$ cat config.mk
export PLATFORM = sky130hd
export DESIGN_NAME = color_ramp_interpolator
export DESIGN_NICKNAME = d
export VERILOG_FILES = /design/src/rtl/core/cri_pkg.sv /design/src/rtl/core/color_ramp_interpolator.sv /design/src/rtl/core/cri_queue.sv /design/src/rtl/core/cri_divider.sv /design/src/rtl/core/cri_back.sv /design/src/rtl/core/cri_front.sv
export VERILOG_INCLUDE_DIRS = /design/src /design/src/rtl/core
export SDC_FILE = /design/constraint.sdc
export NUM_CORES = 2
export LEC_CHECK = 0
export BUFFER_PORTS_ARGS = -buffer_cell sky130_fd_sc_hd__buf_2
export CAP_MARGIN = 20
export CORE_ASPECT_RATIO = 1.2
export CORE_UTILIZATION = 50
export DETAILED_ROUTE_END_ITERATION = 8
export PLACE_DENSITY = 0.65
export SLEW_MARGIN = 20
export SYNTH_ARGS = -nofsm -noshare
export SYNTH_HDL_FRONTEND = slang
export SYNTH_SLANG_ARGS = --single-unit
$ cat constraint.sdc
create_clock -name i_clk -period 19.45 [get_ports i_clk]
set_input_delay 3.89 -clock i_clk [delete_from_list [all_inputs] [get_ports i_clk]]
set_output_delay 3.89 -clock i_clk [all_outputs]
set_load 0.01 [all_outputs]
$ cat src/rtl/core/color_ramp_interpolator_assert.svh
// Assertion macros for the color ramp interpolator RTL.
// Depends on nothing; included by the modules that assert.
`ifndef COLOR_RAMP_INTERPOLATOR_ASSERT_SVH
`define COLOR_RAMP_INTERPOLATOR_ASSERT_SVH
// Implication checked on every clock edge outside reset.
`define CRI_ASSERT_IMP(label, clk, rst_n, ante, cons) \
    label: assert property (@(posedge clk) disable iff (!rst_n) (ante) |-> (cons)) \
        else $error("assertion failed");
// Condition that must always hold outside reset.
`define CRI_ASSERT_ALWAYS(label, clk, rst_n, cond) \
    label: assert property (@(posedge clk) disable iff (!rst_n) (cond)) \
        else $error("assertion failed");
`endif

$ cat src/rtl/core/cri_pkg.sv
// Shared types and constants of the color ramp interpolator.
// Used by the modules under rtl/core other than cri_divider.
package cri_pkg;
    localparam int MaxNodes = 16;
    localparam int IdxW = $clog2(MaxNodes);
    localparam int CntW = $clog2(MaxNodes + 1);
    localparam int QDepth = 2;

    localparam logic OpInsert = 1'b0;
    localparam logic OpLookup = 1'b1;

    localparam logic [1:0] StOk = 2'd0;
    localparam logic [1:0] StEmpty = 2'd1;
    localparam logic [1:0] StFull = 2'd2;

    typedef struct packed {
        logic [15:0] pos;
        logic [7:0]  red;
        logic [7:0]  green;
        logic [7:0]  blue;
    } t_node;

    typedef struct packed {
        logic        op;
        t_node       node;
    } t_cmd;

    typedef struct packed {
        logic [7:0] red;
        logic [7:0] green;
        logic [7:0] blue;
        logic [1:0] status;
    } t_res;
endpackage

$ cat src/rtl/core/color_ramp_interpolator.sv
// Top level of the color ramp interpolator.
// Depends on cri_pkg, cri_front and cri_back.
//
// Keeps up to 16 color nodes sorted by position. An insert is done in the scan state of the
// back part. A lookup scans the table one node a cycle and, when the position lies between
// two nodes, runs the bit-serial divider once per color component; outside the nodes it
// takes the nearest end node. Items queue two deep ahead of the table; one result waits
// in the output register while the back part works on the next item.
module color_ramp_interpolator (
    input  logic        i_clk,
    input  logic        i_rst_n,
    input  logic        push,
    output logic        full,
    input  logic        i_operation,
    input  logic [15:0] i_position,
    input  logic [7:0]  i_node_red,
    input  logic [7:0]  i_node_green,
    input  logic [7:0]  i_node_blue,
    output logic        empty,
    input  logic        pop,
    output logic [7:0]  o_out_red,
    output logic [7:0]  o_out_green,
    output logic [7:0]  o_out_blue,
    output logic [1:0]  o_status
);
    cri_pkg::t_cmd cmd_in, cmd_q;
    cri_pkg::t_res res;
    logic q_valid, take, res_valid;

    assign cmd_in = '{i_operation, '{i_position, i_node_red, i_node_green, i_node_blue}};

    cri_front u_front (
        .i_clk(i_clk), .i_rst_n(i_rst_n), .i_push(push), .i_cmd(cmd_in),
        .o_full(full), .i_take(take), .o_valid(q_valid), .o_cmd(cmd_q)
    );

    cri_back u_back (
        .i_clk(i_clk), .i_rst_n(i_rst_n), .i_valid(q_valid), .i_cmd(cmd_q),
        .o_take(take), .o_res_valid(res_valid), .o_res(res),
        .i_res_take(pop && res_valid)
    );

    assign empty = !res_valid;
    assign o_out_red = res.red;
    assign o_out_green = res.green;
    assign o_out_blue = res.blue;
    assign o_status = res.status;
endmodule

$ cat src/rtl/core/cri_queue.sv
// Small FIFO of registers used between the front and back parts.
// Depends on cri_pkg.
module cri_queue (
    input  logic          i_clk,
    input  logic          i_rst_n,
    input  logic          i_push,
    input  cri_pkg::t_cmd i_data,
    output logic          o_full,
    input  logic          i_pop,
    output logic          o_empty,
    output cri_pkg::t_cmd o_data
);
    cri_pkg::t_cmd r_mem [cri_pkg::QDepth];
    logic r_wp, r_rp;
    logic [1:0] r_cnt;
    logic wr, rd;

    assign o_full = (r_cnt == 2'(cri_pkg::QDepth));
    assign o_empty = (r_cnt == 2'd0);
    assign o_data = r_mem[r_rp];
    assign wr = i_push && !o_full;
    assign rd = i_pop && !o_empty;

    // Pointer and count update.
    always_ff @(posedge i_clk) begin
        if (!i_rst_n) begin
            r_wp <= 1'b0;
            r_rp <= 1'b0;
            r_cnt <= 2'd0;
        end else begin
            if (wr) r_wp <= ~r_wp;
            if (rd) r_rp <= ~r_rp;
            r_cnt <= r_cnt + 2'(wr) - 2'(rd);
        end
    end

    // Storage write.
    always_ff @(posedge i_clk) begin
        if (wr) r_mem[r_wp] <= i_data;
    end
endmodule

$ cat src/rtl/core/cri_divider.sv
// Restoring divider: 24-bit numerator by 16-bit divisor, one bit per cycle.
// Depends on nothing else.
module cri_divider (
    input  logic        i_clk,
    input  logic        i_rst_n,
    input  logic        i_start,
    input  logic [23:0] i_num,
    input  logic [15:0] i_den,
    output logic        o_busy,
    output logic [7:0]  o_quot
);
    logic [16:0] r_rem;
    logic [23:0] r_q;
    logic [15:0] r_den;
    logic [4:0]  r_cnt;
    logic        r_busy;
    logic [16:0] trial;
    logic [16:0] sh;

    assign o_busy = r_busy;
    assign o_quot = r_q[7:0];
    assign sh = {r_rem[15:0], r_q[23]};
    assign trial = sh - {1'b0, r_den};

    // One quotient bit per cycle.
    always_ff @(posedge i_clk) begin
        if (!i_rst_n) begin
            r_busy <= 1'b0;
            r_cnt <= 5'd0;
        end else if (i_start) begin
            r_busy <= 1'b1;
            r_cnt <= 5'd0;
            r_rem <= 17'd0;
            r_q <= i_num;
            r_den <= i_den;
        end else if (r_busy) begin
            if (!trial[16]) begin
                r_rem <= trial;
                r_q <= {r_q[22:0], 1'b1};
            end else begin
                r_rem <= sh;
                r_q <= {r_q[22:0], 1'b0};
            end
            r_cnt <= r_cnt + 5'd1;
            if (r_cnt == 5'd23) r_busy <= 1'b0;
        end
    end
endmodule

$ cat src/rtl/core/cri_back.sv
// Back part: node table, sorted insert and bracketed interpolation.
// Depends on cri_pkg, cri_divider and the assertion header.
`include "color_ramp_interpolator_assert.svh"
module cri_back (
    input  logic          i_clk,
    input  logic          i_rst_n,
    input  logic          i_valid,
    input  cri_pkg::t_cmd i_cmd,
    output logic          o_take,
    output logic          o_res_valid,
    output cri_pkg::t_res o_res,
    input  logic          i_res_take
);
    typedef enum logic [5:0] {
        S_IDLE = 6'b000001,
        S_SCAN = 6'b000010,
        S_DIV  = 6'b000100,
        S_WAIT = 6'b001000,
        S_NEXT = 6'b010000,
        S_OUT  = 6'b100000
    } t_state;

    t_state r_state;
    cri_pkg::t_node r_tab [cri_pkg::MaxNodes];
    logic [cri_pkg::CntW-1:0] r_count;
    cri_pkg::t_cmd r_cmd;
    cri_pkg::t_res r_res;
    cri_pkg::t_res r_out;
    logic r_res_valid;
    logic [cri_pkg::CntW-1:0] r_hi;
    logic [1:0] r_comp;
    logic [15:0] r_w, r_t;
    logic [7:0] r_lo_c [3];
    logic [7:0] r_up_c [3];
    logic [7:0] r_out_c [2];
    logic div_start, div_busy;
    logic [7:0] div_q;
    logic [23:0] div_num;
    logic [cri_pkg::CntW-1:0] k;
    logic hit;
    logic out_load;

    cri_divider u_div (
        .i_clk(i_clk), .i_rst_n(i_rst_n), .i_start(div_start),
        .i_num(div_num), .i_den(r_w), .o_busy(div_busy), .o_quot(div_q)
    );

    // Sorted place: count of nodes below the position, over independent compares.
    always_comb begin
        k = '0;
        hit = 1'b0;
        for (int i = 0; i < cri_pkg::MaxNodes; i++) begin
            if (i < r_count) begin
                if (r_tab[i].pos < r_cmd.node.pos) k = k + 1'b1;
                if (r_tab[i].pos == r_cmd.node.pos) hit = 1'b1;
            end
        end
    end

    assign div_num = 24'(r_t) * 24'(r_up_c[r_comp] - r_lo_c[r_comp]);
    assign div_start = (r_state == S_DIV);
    assign o_take = (r_state == S_IDLE);
    assign o_res_valid = r_res_valid;
    assign o_res = r_out;
    // A finished item moves to the output register once it is free or being taken.
    assign out_load = (r_state == S_OUT) && (!r_res_valid || i_res_take);

    // Output register valid flag.
    always_ff @(posedge i_clk) begin
        if (!i_rst_n) begin
            r_res_valid <= 1'b0;
        end else if (out_load) begin
            r_res_valid <= 1'b1;
        end else if (i_res_take) begin
            r_res_valid <= 1'b0;
        end
    end

    // Control sequencer.
    always_ff @(posedge i_clk) begin
        if (!i_rst_n) begin
            r_state <= S_IDLE;
            r_count <= '0;
        end else begin
            case (r_state)
                S_IDLE: begin
                    if (i_valid) begin
                        r_cmd <= i_cmd;
                        r_hi <= '0;
                        r_state <= S_SCAN;
                    end
                end
                S_SCAN: begin
                    if (r_cmd.op == cri_pkg::OpInsert) begin
                        r_state <= S_OUT;
                        if (hit) begin
                            r_tab[k[cri_pkg::IdxW-1:0]] <= r_cmd.node;
                            r_res <= '{8'd0, 8'd0, 8'd0, cri_pkg::StOk};
                        end else if (r_count == cri_pkg::CntW'(cri_pkg::MaxNodes)) begin
                            r_res <= '{8'd0, 8'd0, 8'd0, cri_pkg::StFull};
                        end else begin
                            for (int i = 1; i < cri_pkg::MaxNodes; i++) begin
                                if (i > k && i <= r_count) r_tab[i] <= r_tab[i-1];
                            end
                            r_tab[k[cri_pkg::IdxW-1:0]] <= r_cmd.node;
                            r_count <= r_count + 1'b1;
                            r_res <= '{8'd0, 8'd0, 8'd0, cri_pkg::StOk};
                        end
                    end else if (r_count == '0) begin
                        r_res <= '{8'd0, 8'd0, 8'd0, cri_pkg::StEmpty};
                        r_state <= S_OUT;
                    end else if (r_hi < r_count
                                 && r_tab[r_hi[cri_pkg::IdxW-1:0]].pos <= r_cmd.node.pos) begin
                        r_hi <= r_hi + 1'b1;
                    end else if (r_hi == '0 || r_hi == r_count) begin
                        if (r_hi == '0) begin
                            r_res <= '{r_tab[0].red, r_tab[0].green, r_tab[0].blue,
                                       cri_pkg::StOk};
                        end else begin
                            r_res <= '{r_tab[r_hi[cri_pkg::IdxW-1:0]-1'b1].red,
                                       r_tab[r_hi[cri_pkg::IdxW-1:0]-1'b1].green,
                                       r_tab[r_hi[cri_pkg::IdxW-1:0]-1'b1].blue,
                                       cri_pkg::StOk};
                        end
                        r_state <= S_OUT;
                    end else begin
                        r_w <= r_tab[r_hi[cri_pkg::IdxW-1:0]].pos
                             - r_tab[r_hi[cri_pkg::IdxW-1:0]-1'b1].pos;
                        r_t <= r_cmd.node.pos - r_tab[r_hi[cri_pkg::IdxW-1:0]-1'b1].pos;
                        r_lo_c[0] <= r_tab[r_hi[cri_pkg::IdxW-1:0]-1'b1].red;
                        r_lo_c[1] <= r_tab[r_hi[cri_pkg::IdxW-1:0]-1'b1].green;
                        r_lo_c[2] <= r_tab[r_hi[cri_pkg::IdxW-1:0]-1'b1].blue;
                        r_up_c[0] <= r_tab[r_hi[cri_pkg::IdxW-1:0]].red;
                        r_up_c[1] <= r_tab[r_hi[cri_pkg::IdxW-1:0]].green;
                        r_up_c[2] <= r_tab[r_hi[cri_pkg::IdxW-1:0]].blue;
                        r_comp <= 2'd0;
                        r_state <= S_NEXT;
                    end
                end
                S_NEXT: begin
                    // Divide (up - lo) * t by w; a falling component swaps its ends and uses w - t as t.
                    if (r_up_c[r_comp] >= r_lo_c[r_comp]) r_state <= S_DIV;
                    else begin
                        {r_up_c[r_comp], r_lo_c[r_comp]} <= {r_lo_c[r_comp], r_up_c[r_comp]};
                        r_t <= r_w - r_t;
                        r_state <= S_DIV;
                    end
                end
                S_DIV: r_state <= S_WAIT;
                S_WAIT: begin
                    if (!div_busy) begin
                        if (r_comp == 2'd2) begin
                            r_res <= '{r_out_c[0], r_out_c[1], r_lo_c[2] + div_q,
                                       cri_pkg::StOk};
                            r_state <= S_OUT;
                        end else begin
                            r_out_c[r_comp[0]] <= r_lo_c[r_comp] + div_q;
                            r_comp <= r_comp + 2'd1;
                            r_t <= r_cmd.node.pos - (r_tab[r_hi[cri_pkg::IdxW-1:0]-1'b1].pos);
                            r_state <= S_NEXT;
                        end
                    end
                end
                S_OUT: begin
                    if (out_load) begin
                        r_out <= r_res;
                        r_state <= S_IDLE;
                    end
                end
                default: r_state <= S_IDLE;
            endcase
        end
    end

    `CRI_ASSERT_ALWAYS(a_count_range, i_clk, i_rst_n, r_count <= cri_pkg::CntW'(cri_pkg::MaxNodes))
    `CRI_ASSERT_IMP(a_div_only_lookup, i_clk, i_rst_n, r_state == S_DIV, r_cmd.op == cri_pkg::OpLookup)
    `CRI_ASSERT_IMP(a_div_start_idle, i_clk, i_rst_n, div_start, !div_busy)
endmodule

$ cat src/rtl/core/cri_front.sv
// Front part: accepts items and queues them for the back part.
// Depends on cri_pkg and cri_queue.
module cri_front (
    input  logic          i_clk,
    input  logic          i_rst_n,
    input  logic          i_push,
    input  cri_pkg::t_cmd i_cmd,
    output logic          o_full,
    input  logic          i_take,
    output logic          o_valid,
    output cri_pkg::t_cmd o_cmd
);
    logic q_empty;

    cri_queue u_q (
        .i_clk(i_clk), .i_rst_n(i_rst_n), .i_push(i_push), .i_data(i_cmd),
        .o_full(o_full), .i_pop(i_take), .o_empty(q_empty), .o_data(o_cmd)
    );

    assign o_valid = !q_empty;
endmodule
Word level (Yosys, flattened, before mapping)
Memories as Yosys holds them, arrays and structs flattened. A register that Yosys moved wholly into a read port is not among the register bits.
Cells that the tools add are included.
- memories kept: 3
- register bits: 217
- logic and storage cells: 489
- output and inout port bits: 28
- memory bits (writable): 738
- memories (name ; depth ; width ; read ports ; clocked after Yosys merged registers in ; wr ports ; RTL line ; source):
    u_back.r_tab ; 16 ; 40 ; 18 ; 1 ; 16 ; cri_back.sv:24 ; cri_pkg::t_node r_tab [cri_pkg::MaxNodes];
    u_front.u_q.r_mem ; 2 ; 41 ; 1 ; 1 ; 1 ; cri_queue.sv:13 ; cri_pkg::t_cmd r_mem [cri_pkg::QDepth];
    u_back.r_out_c ; 2 ; 8 ; 2 ; 0 ; 1 ; cri_back.sv:35 ; logic [7:0] r_out_c [2];
- $lt $le $gt $ge: 67
- bitwise logic cells: 12
- reduce and logical (&&, ||, !) cells: 48
- multipliers: 1
- mux-type cells: 260
- equal/unequal tests: 40
- $add $sub $neg: 29
- operators with widths (kind ; count):
    $mux W24 ; 12
    $eq A16 B16 Y1 ; 16
    $lt A16 B16 Y1 ; 16
    $mux W26 ; 8
    $mux W5 ; 35
    $mux W1 ; 162
    $mux W16 ; 9
    $pmux W24 S2 ; 2
    $add A5 B1 Y5 const B ; 18
    $pmux W26 S2 ; 1
    $bwmux W24 ; 2
    $mux W6 ; 8
    $pmux W16 S3 ; 1
    $sub A16 B16 Y16 ; 3
    $gt A4 B5 Y1 const A ; 8
    $le A4 B5 Y1 const A ; 8
    $lt A4 B5 Y1 const A ; 8
    $mux W40 ; 1
    $mux W8 ; 5
    $pmux W6 S6 ; 1
    $bmux W8 S2 ; 2
    $mul A16 B24 Y24 ; 1
    $logic_and A1 B1 Y1 ; 21
    $gt A3 B5 Y1 const A ; 4
    54 further kinds ; 105

Logic depth before layout (Yosys ltp)
An unclocked memory read counts as a cell.
- depth in word-level cells: 58
- depth in mapped cells: 66
- depth with buffers taken out: 63

Cells and area by module
From an unflattened synthesis, not the netlist that was laid out.
- cell total of the unflattened synthesis: 4837
- area, all modules: 66627.7 um2
- by module, submodules not included (module ; area each (um2) ; times used ; cells an instance ; seq. area each (um2)):
    cri_back ; 59703.5 ; 1 ; 4383 ; 25424.4
    cri_divider ; 3510.9 ; 1 ; 296 ; 1801.7
    cri_queue ; 3399.5 ; 1 ; 155 ; 2562.5
    color_ramp_interpolator ; 10.0 ; 1 ; 2 ; 0.0
    cri_front ; 3.8 ; 1 ; 1 ; 0.0

Worst setup path before layout
OpenSTA, ideal clock, no wires.
- path kind: register -> register
- start: register u_back.r_cmd[25] in the netlist's numbering
- end: memory u_back.r_tab[10][0] in the netlist's numbering (enable)
- cell stages (with the launch flop): 66
- library setup time: 442 ps
- path slack: 5624 ps
- arrival time: 13384 ps
- clock period less this slack: 13826 ps
- path through: edfxtp_1 -> clkbuf_1 -> inv_1 -> ha_1 -> nor2b_1 -> o21a_1 -> o21a_1 -> o21ai_0 -> nand2b_1 -> a21oi_1 -> nor2b_1 -> o21ai_0 -> nand2b_1 -> a21oi_1 -> ha_1 -> nand2_1 -> o41ai_4 -> ha_1 -> [30 not listed] -> o21ai_0 -> ha_1 -> inv_1 -> a221oi_1 -> ha_1 -> a21bo_2 -> ha_1 -> mux2i_1 -> o21ai_0 -> ha_1 -> nand2_1 -> or4_1 -> mux2_2 -> xnor2_4 -> buf_6 -> nand4_2 -> buf_4 -> o21ai_1
- RTL lines (element ; RTL line ; source):
    start, declared ; cri_back.sv:26 ; cri_pkg::t_cmd r_cmd;
    start signal, assigned ; cri_back.sv:88 ; r_cmd <= i_cmd;
    end, declared ; cri_back.sv:24 ;

==> impl_metrics.yaml <==
status:
  status: "complete, no violations"
placed_design:
  routabilityCongestion: 0.9985
  place_inst: 6679
  hpwl_mm: 152.3
  io_buffers: 72
  dpl_cell_area_um2: 70290
logic_synthesis:
  synthFlopType: "edfxtp_1"
  avgSynthCellArea_um2: 13.59
  postSynth.asyncResetShare_pct: 0
  synth_warnings: 0
  synth-seq-cells: 1000
  yosysTopAreaCellShare_pct: 43.30
  synthTopCellsByArea: "edfxtp_1, mux4_2, mux2_1"
  synthCells: 4969
  synth.largest_area_cell: "edfxtp_1"
  synth_edf_count: 974
  netlist_area_um2: 67550
  yosysUniqueCellTypes: 87
  yosysSeqAreaShare_pct: 44.07
  syn_nets: 5623
sta:
  period_share_pct: 83.34
  setup_viol: 0
  fin_setup_tns_ns: 0
  fin_crit_ns: 16.21
  hold_viol: 0
  clock.fmax_mhz: 61.69
  skew_ns: 0.06557
  rsz0062_at_grt: "false"
  maxSlewViolCount: 0
  tightest_slew_ns: 1.153
  relSlewSlack_pct: 23.11
floorplanning:
  ios: 73
  num_rows: 147
  die_w_um: 337.5
  initial_core_util_pct: 50.45
  core_area_um2: 133900
  die_area_um2: 136600
  die_h_um: 404.6
power_and_ir_drop:
  switching_share_pct: 41.73
  p_int_mw: 7.047
  p_seq_share_pct: 22.8
  clockPowerShare_pct: 17.4
  power.density_nw_per_um2: 163.7
  p_sw_mw: 5.046
  pwr-share-comb_pct: 59.8
  peakVddDrop_uv: 296.2
  p_leak_nw: 27.60
global_route:
  grt_remaining_overflow: 0
  antenna_found_initial: 8
  grtUsageTotal_pct: 32.40
  grt_max_degree: 116
  grt_pass1_vias: 44892
  grt_pass1_wl_mm: 316.1
routing:
  drt_iter0_markers: 5224
  drc_errors: 0
  dr_wl_met3_mm: 22.50
  firstDrtPassIters: 6
  topRoutingLayerUsed: "met5"
  met1_length_mm: 83.16
  met2_length_mm: 102.8
  vias: 45387
  avgViaCountPerCell: 6.591
  routed_wl_mm: 219.5
  wl_per_cell_um: 31.87
  final_antenna_net_count: 0
finish:
  syn2layout_area_growth_pct: 9.395
  stdcell_area_um2: 73900
  layoutNonFillerInstCount: 6886
  final_util_pct: 55.19
  layout-drive-gt1-share_pct: 17.04
  fillers: 11161
  finish.net_count: 5657
critical_path:
  crit_path_start_kind: "flip-flop"
  max_stage_delay_ns: 0.90
  cp.depth: 57
  path_buf_inv: 6
  cp_max_fo: 41
  worstSetupPathType: "reg2reg"
  setup.worst_path.end: "u_back.r_tab[6][34]$_DFFE_PP_"
  cp_slowest_cell: "a2111oi_0"
  reg2reg_from: "u_back.r_cmd[35]$_DFFE_PP_"
  critical_path.top_delay_family: "adder cells"
  cpMostUsedCell: "ha_1"
  r2r-end: "u_back.r_tab[6][34]$_DFFE_PP_"
  cp.required_ns: 19.80
  worstRegToRegCells: 57
  startpoint: "u_back.r_cmd[35]$_DFFE_PP_"
  end_kind: "flip-flop"
  reg2reg_slack_ns: 3.24
  arrival_ns: 16.56
clock_network:
  hold_buffers: 0
  clock-sinks: 1000
  clock_tree.root_cell: "clkbuf_16"
  cts.repair.resized: 0
  clock_tree.buffer_depth: 3
  clk_pin_slew_ns: 0.06
  cts_tree: "yes"
  cts_buffers: 110
  cts_setup_buffers: 0
  cts_max_level: 3
  clkLatencyLatePin_ns: 0.77
min_path:
  hold_path.class: "reg2reg"
run:
  maxCapViolations: 0
-- synthesized netlist by cell type, types with 62 or more instances --
cell and count:
a21o_1 79, mux2_1 583, o21ai_0 192, fa_1 165, mux4_2 400, nand4_1 62
nor2_1 182, xnor2_1 96, clkbuf_1 150, a21oi_1 145, inv_1 369, ha_1 444
and2_1 63, mux2i_1 84, nand2_1 298, edfxtp_1 974
-- per-layer routing --
metal | GRT usage, % | up-vias
met5 | 0 | -
met4 | 14.73 | 6
met3 | 7.581 | 520
met2 | 51.50 | 2635
met1 | 42.09 | 23180
li1 | - | 19046
-- power by group through the flow --
| stage | combinational (mW) | clock, mW | sequential [mW] |
|---|---|---|---|
| floorplan | 5.56 | 0 | 2.69 |
| global placement | 7.06 | 0 | 2.79 |
| detailed placement | 7.25 | 0 | 2.80 |
| CTS | 7.28 | 2.14 | 2.75 |
| global route | 8.20 | 2.21 | 2.77 |
| finish | 7.23 | 2.11 | 2.76 |
-- through the flow --
stage	hold WS [ns]	worst slack, ns	total power [mW]
after floorplan	0.4003	5.624	8.249
after global placement	0.4028	3.688	9.856
after detailed placement	0.4045	3.519	10.04
after CTS	0.4184	3.480	12.17
after global routing	0.4238	2.085	13.18
final	0.4191	3.240	12.09
-- final cells by class --
| class | instances | area [um^2] | area share, % |
|---|---|---|---|
| clock buffers | 145 | 2985 | 4.040 |
| multi-input cells | 3332 | 35560 | 48.13 |
| flip-flops and latches | 1000 | 29780 | 40.30 |
| diodes | 3 | 7.507 | 0.01016 |
| repair buffers | 188 | 1321 | 1.788 |
| inverters | 371 | 1393 | 1.885 |
| clock inverters | 59 | 605.6 | 0.8195 |
| well taps | 1788 | 2237 | 3.027 |
-- placed cells by master (no fill, tap or decap), types with 21 or more instances in the layout --
cell type    n
a211oi_1    24
a21boi_0    21
a21o_1      79
a21oi_1    145
and2_1      62
buf_2       72
buf_4      110
clkbuf_1    26
clkbuf_16  111
clkinv_2    22
dfxtp_1     21
edfxtp_1   974
fa_1       165
ha_1       443
inv_1      369
mux2_1     583
mux2_2      51
mux2i_1     84
mux4_2     400
nand2_1    298
nand2b_1    39
nand3_1     40
nand4_1     62
nor2_1     179
nor2b_1     38
nor3_1      38
o21a_1      21
o21ai_0    192
xnor2_1     93
xor2_1      51
-- registers in the layout, summed over array words and instances (netlist names), named ones only --
register,cells
u_back.o_res,26
u_back.u_div.r_rem,16
u_back.r_out_c,16
u_back.o_res_valid,1
u_front.u_q.r_rp,1
u_back.r_hi,5
u_back.r_cmd,41
u_back.u_div.r_q,24
u_back.u_div.r_den,16
u_back.r_res,26
u_front.u_q.r_mem,82
u_back.r_up_c,24
u_front.u_q.r_cnt,2
u_back.r_count,5
u_back.r_comp,2
u_back.u_div.r_cnt,5
u_back.r_w,16
u_back.r_lo_c,24
u_back.u_div.o_busy,1
u_back.r_t,16
u_back.r_tab,640
u_back.r_state,6
u_front.u_q.r_wp,1
-- how the worst min path moves through the flow --
stage	depth (start not counted)	startpoint	slack, ns	to
floorplan	0	u_back.r_res[0]$_SDFFCE_PN0P_	0.40	u_back.o_res[0]$_DFFE_PP_
global placement	0	u_back.r_res[5]$_DFFE_PP_	0.40	u_back.o_res[5]$_DFFE_PP_
detailed placement	0	u_back.r_res[14]$_DFFE_PP_	0.40	u_back.o_res[14]$_DFFE_PP_
CTS	0	u_back.r_res[14]$_DFFE_PP_	0.42	u_back.o_res[14]$_DFFE_PP_
global route	0	u_back.r_res[14]$_DFFE_PP_	0.42	u_back.o_res[14]$_DFFE_PP_
finish	0	u_back.r_res[14]$_DFFE_PP_	0.42	u_back.o_res[14]$_DFFE_PP_
-- cells by family (layout without fill, tap and decap cells) --
group | after synthesis | count (layout) | share of synthesized area (%)
buffers and inverters | 637 | 763 | 3.832
muxes | 1118 | 1118 | 25.15
adders and majority gates | 610 | 610 | 13.13
other | 0 | 3 | 0
AOI/OAI and AO/OA | 604 | 604 | 5.538
xor gates and xnor gates | 153 | 153 | 2.113
and+or+nand+nor | 847 | 847 | 6.168
DFF | 1000 | 1000 | 44.07
Power figures use the tool's default switching activity.
